`config.mk`:
```
export PLATFORM = sky130hd
export DESIGN_NAME = gpf_queue
export DESIGN_NICKNAME = d
export VERILOG_FILES = /design/src/gpf_queue.sv
export SDC_FILE = /design/constraint.sdc
export NUM_CORES = 1
export LEC_CHECK = 0
export BUFFER_PORTS_ARGS = -buffer_cell sky130_fd_sc_hd__buf_4
export CAP_MARGIN = 0
export CELL_PAD_IN_SITES_DETAIL_PLACEMENT = 0
export CELL_PAD_IN_SITES_GLOBAL_PLACEMENT = 1
export CORE_ASPECT_RATIO = 0.75
export CORE_UTILIZATION = 45
export CTS_CLUSTER_DIAMETER = 60
export DETAILED_ROUTE_END_ITERATION = 16
export PLACE_DENSITY = 0.82
export SLEW_MARGIN = 10
export SYNTH_ARGS = -nofsm -noshare
export SYNTH_HDL_FRONTEND = slang
export SYNTH_SLANG_ARGS = --single-unit
```
`constraint.sdc`:
```
create_clock -name i_clk -period 2.9 [get_ports i_clk]
set_clock_uncertainty 0.15 [all_clocks]
set_input_delay 0.29 -clock i_clk [delete_from_list [all_inputs] [get_ports i_clk]]
set_output_delay 0.29 -clock i_clk [all_outputs]
set_load 0.01 [all_outputs]
```
`src/gpf_queue.sv`:
```
// Small register queue used between the front end, the force engine and the result port.
module gpf_queue #(
    parameter int WIDTH = 8,
    parameter int DEPTH = 4
) (
    input  logic             i_clk,
    input  logic             i_rst_n,
    input  logic             i_push,
    input  logic [WIDTH-1:0] i_data,
    input  logic             i_pop,
    output logic [WIDTH-1:0] o_data,
    output logic             o_full,
    output logic             o_empty
);
    localparam int PW = (DEPTH > 1) ? $clog2(DEPTH) : 1;
    localparam int NW = $clog2(DEPTH + 1);

    logic [WIDTH-1:0] r_mem [DEPTH];
    logic [PW-1:0]    r_wr_ptr, r_rd_ptr;
    logic [NW-1:0]    r_count;

    // Pointer and fill count
    always_ff @(posedge i_clk) begin
        if (!i_rst_n) begin
            r_wr_ptr <= '0;
            r_rd_ptr <= '0;
            r_count  <= '0;
        end else begin
            if (i_push) begin
                r_wr_ptr <= (r_wr_ptr == PW'(DEPTH - 1)) ? '0 : r_wr_ptr + 1'b1;
            end
            if (i_pop) begin
                r_rd_ptr <= (r_rd_ptr == PW'(DEPTH - 1)) ? '0 : r_rd_ptr + 1'b1;
            end
            if (i_push && !i_pop) begin
                r_count <= r_count + 1'b1;
            end else if (!i_push && i_pop) begin
                r_count <= r_count - 1'b1;
            end
        end
    end

    // Storage
    always_ff @(posedge i_clk) begin
        if (i_push) begin
            r_mem[r_wr_ptr] <= i_data;
        end
    end

    assign o_data  = r_mem[r_rd_ptr];
    assign o_full  = (r_count == NW'(DEPTH));
    assign o_empty = (r_count == '0);

    // The surrounding logic never writes a full queue nor reads an empty one.
    a_no_overflow: assert property (@(posedge i_clk) disable iff (!i_rst_n)
        o_full |-> !i_push) else $error("push into full queue");
    a_no_underflow: assert property (@(posedge i_clk) disable iff (!i_rst_n)
        o_empty |-> !i_pop) else $error("pop from empty queue");

endmodule

```
==> results by group <==
Status
  • Status: finished, final reports clean

Synth
  • Mapped Nets: ~110
  • Compound-Gate Fraction of Synth Area: 1.24%
  • Syn Inst Count: 86
  • Synth warn: 0
  • Seq/Total Area, Yosys: 70.6%
  • Mapped Area: 1620 um2
  • Yosys reg bits: a little over 40
  • Avg Cell Area, Syn: about 19 um2
  • Largest family of logic cells by synthesized area: multiplexers
  • Adder-Cell Fraction of Synth Area: 5.89%
  • Mux share of post-synthesis cell area: approximately 14%
  • Synth Area in XOR/XNOR: under 10%
  • Cell variety after synth: 20
  • Simple logic cell fraction of the synthesized area: approximately 5.6%

Clocking
  • Clock root buffer: clkbuf_8
  • CTS Buf Count: 5
  • # resized after CTS: 0
  • Clock Path Buffers: 2
  • Clock transition at the registers of the reported paths: about 0.080 ns
  • Worst-Skew Late Latency: between 0.2 and 0.3 ns
  • TritonCTS Sinks: 41
  • Setup bufs post-CTS: 0
  • Hold Buf Count CTS: 0
  • H-Tree Depth: 2
  • CTS tree: built

Global routing
  • Vias in the first global route: just under 800
  • Gr usage total: 15.2%
  • Global-route wire length before repair: 3910 um
  • Pin count of the biggest net entering global routing: 14
  • Initial antenna violation count: 0
  • Grt ovf: 0

Place
  • GP Congestion: between 0.7 and 0.8
  • Post-DP HPWL: 1710 um
  • Worst slack, placed: between 0.9 and 1 ns
  • Port Buf Inserts: 21

Worst setup path
  • Crit-path max FO: 8
  • CP Launch Type: flip-flop
  • Worst Path Required: approximately 2.5 ns
  • RR Startpoint: r_count[0]
  • CP Capture Type: output pin
  • Critical path class: reg2out
  • CP arrival: between 1.5 and 2 ns

Timing
  • Final hold vios: 0
  • Relative slew slack: 63.3%
  • TNS Setup: 0 ns
  • RSZ-0062 raised after global routing: false
  • Setup violations, final: 0
  • Fin. max-slew vios: 0
  • Fin crit share: roughly three quarters
  • Worst-margin pin slew: around 0.55 ns
  • Hold_ws: about 0.050 ns
  • Final min period: around 2.1 ns
  • Max Freq: around 0.47 GHz
  • PnR worst setup slack: 0.766 ns

Layout
  • Area growth from synthesis to final layout: 17.7%
  • Most frequent cells in the layout: edfxtp_1, buf_4, dfxtp_1
  • Util after Layout: between 50% and 60%
  • Most common cell after layout, fill and taps aside: edfxtp_1
  • Fraction of layout cells with a size suffix above 1: a little under a third
  • Antenna cells: 0
  • NumNets Final: between 100 and 150
  • FILL cells: between 200 and 300

Min path
  • Worst Hold Launch: i_data[0]
  • HP Class: in2reg

Die
  • Chip Width: 71.2 um
  • Ports: 22
  • Core area: roughly 3400 um2
  • Std cell rows: 18
  • Area of the die: about 3800 um2
  • Die Ht: 53.9 um
  • Initial core utilization: about half

Route
  • Routed WL per cell: approximately 15 um
  • Final WL: roughly 2400 um
  • DR DRC count: 0
  • Final ANT Viol Nets: 0
  • Drt first pass iters: 4
  • Via count: about 780
  • DR iter-0 viols: 60
  • Via-to-Cell Ratio: roughly 5.1

Run
  • Maximum capacitance violations: 0

Pwr
  • Pwr dens: approximately 640 nW/um2
  • Total leakage power: 0.694 nW
  • Pwr Total: about 1.2 mW
  • VDD IR max: 0.358 mV
-- routing by layer --
layer,vias to the layer above,global-route usage (%),share of wire (%)
met5,-,0,0
met4,0,8.00,1.8
met3,4,5.24,3.8
met2,14,24.9,50
met1,384,18.2,44
li1,375,-,-
-- cell families (layout without fill, tap and decap cells) --
group           count (synthesis)  after routing
xor+xnor                        2              2
fa+ha+maj                       7              7
compound gates                  3              3
simple gates                   15             15
flops                          41             41
buf+inv                         6             33
mux                            12             12
-- final timing paths --
| check | slack (ns) | endpoint | cells past startpoint |
|---|---|---|---|
| setup reg to reg | 1.28 | r_count[2] | 4 |
| hold reg to reg | 0.36 | r_count[2] | 2 |
| hold / removal | 0.05 | r_mem[1][0] | 1 |
| setup / recovery | 0.77 | o_data[1] | 2 |
-- flip-flops by register name (all words and copies together) (netlist names), named ones only --
name / cells
r_mem: 32
r_wr_ptr: 2
r_rd_ptr: 2
r_count: 3
-- synth_stat cells (all sizes together) --
cell type  number  area share (%)
a21boi          1            0.46
and2            5             1.9
buf             1            0.70
clkbuf          1            0.31
dfxtp           9              11
edfxtp         32              59
fa              1             1.2
ha              6             4.6
inv             4            0.93
mux2i           4             2.5
mux4            8              11
nor2            1            0.23
nor2b           5             1.9
nor3            2            0.62
nor3b           1            0.46
o21a            1            0.46
o21ai           1            0.31
or3             1            0.39
xnor2           1            0.54
xor2            1            0.54
-- worst max-delay path, cell delays in order, from the launching register on --
cell and delay (ns):
dfxtp_1 0.67, mux4_2 0.58, buf_4 0.16
-- metrics by stage --
step           std cells  area (um2)
2_1_floorplan         86        1620
3_3_place_gp         145        1810
3_5_place_dp         145        1810
4_1_cts              153        1900
5_1_grt              153        1900
6_report             153        1900
-- power by group --
group          internal [mW]  switching [mW]  leakage [nW]
logic                 0.0842          0.0640         0.281
clock network          0.193           0.178        0.0445
registers              0.668          0.0255         0.368
-- final cells by class --
type	instances	area, um2	share of cell area, %
Sequential cell	41	1140	60.0
Inverter	4	15.0	0.790
Timing Repair Buffer	21	158	8.29
Tap cell	40	50.0	2.63
Clock inverter	1	7.51	0.395
Clock buffer	7	86.3	4.54
Multi-Input combinational cell	39	443	23.3
(Power assumes the default switching activity.)
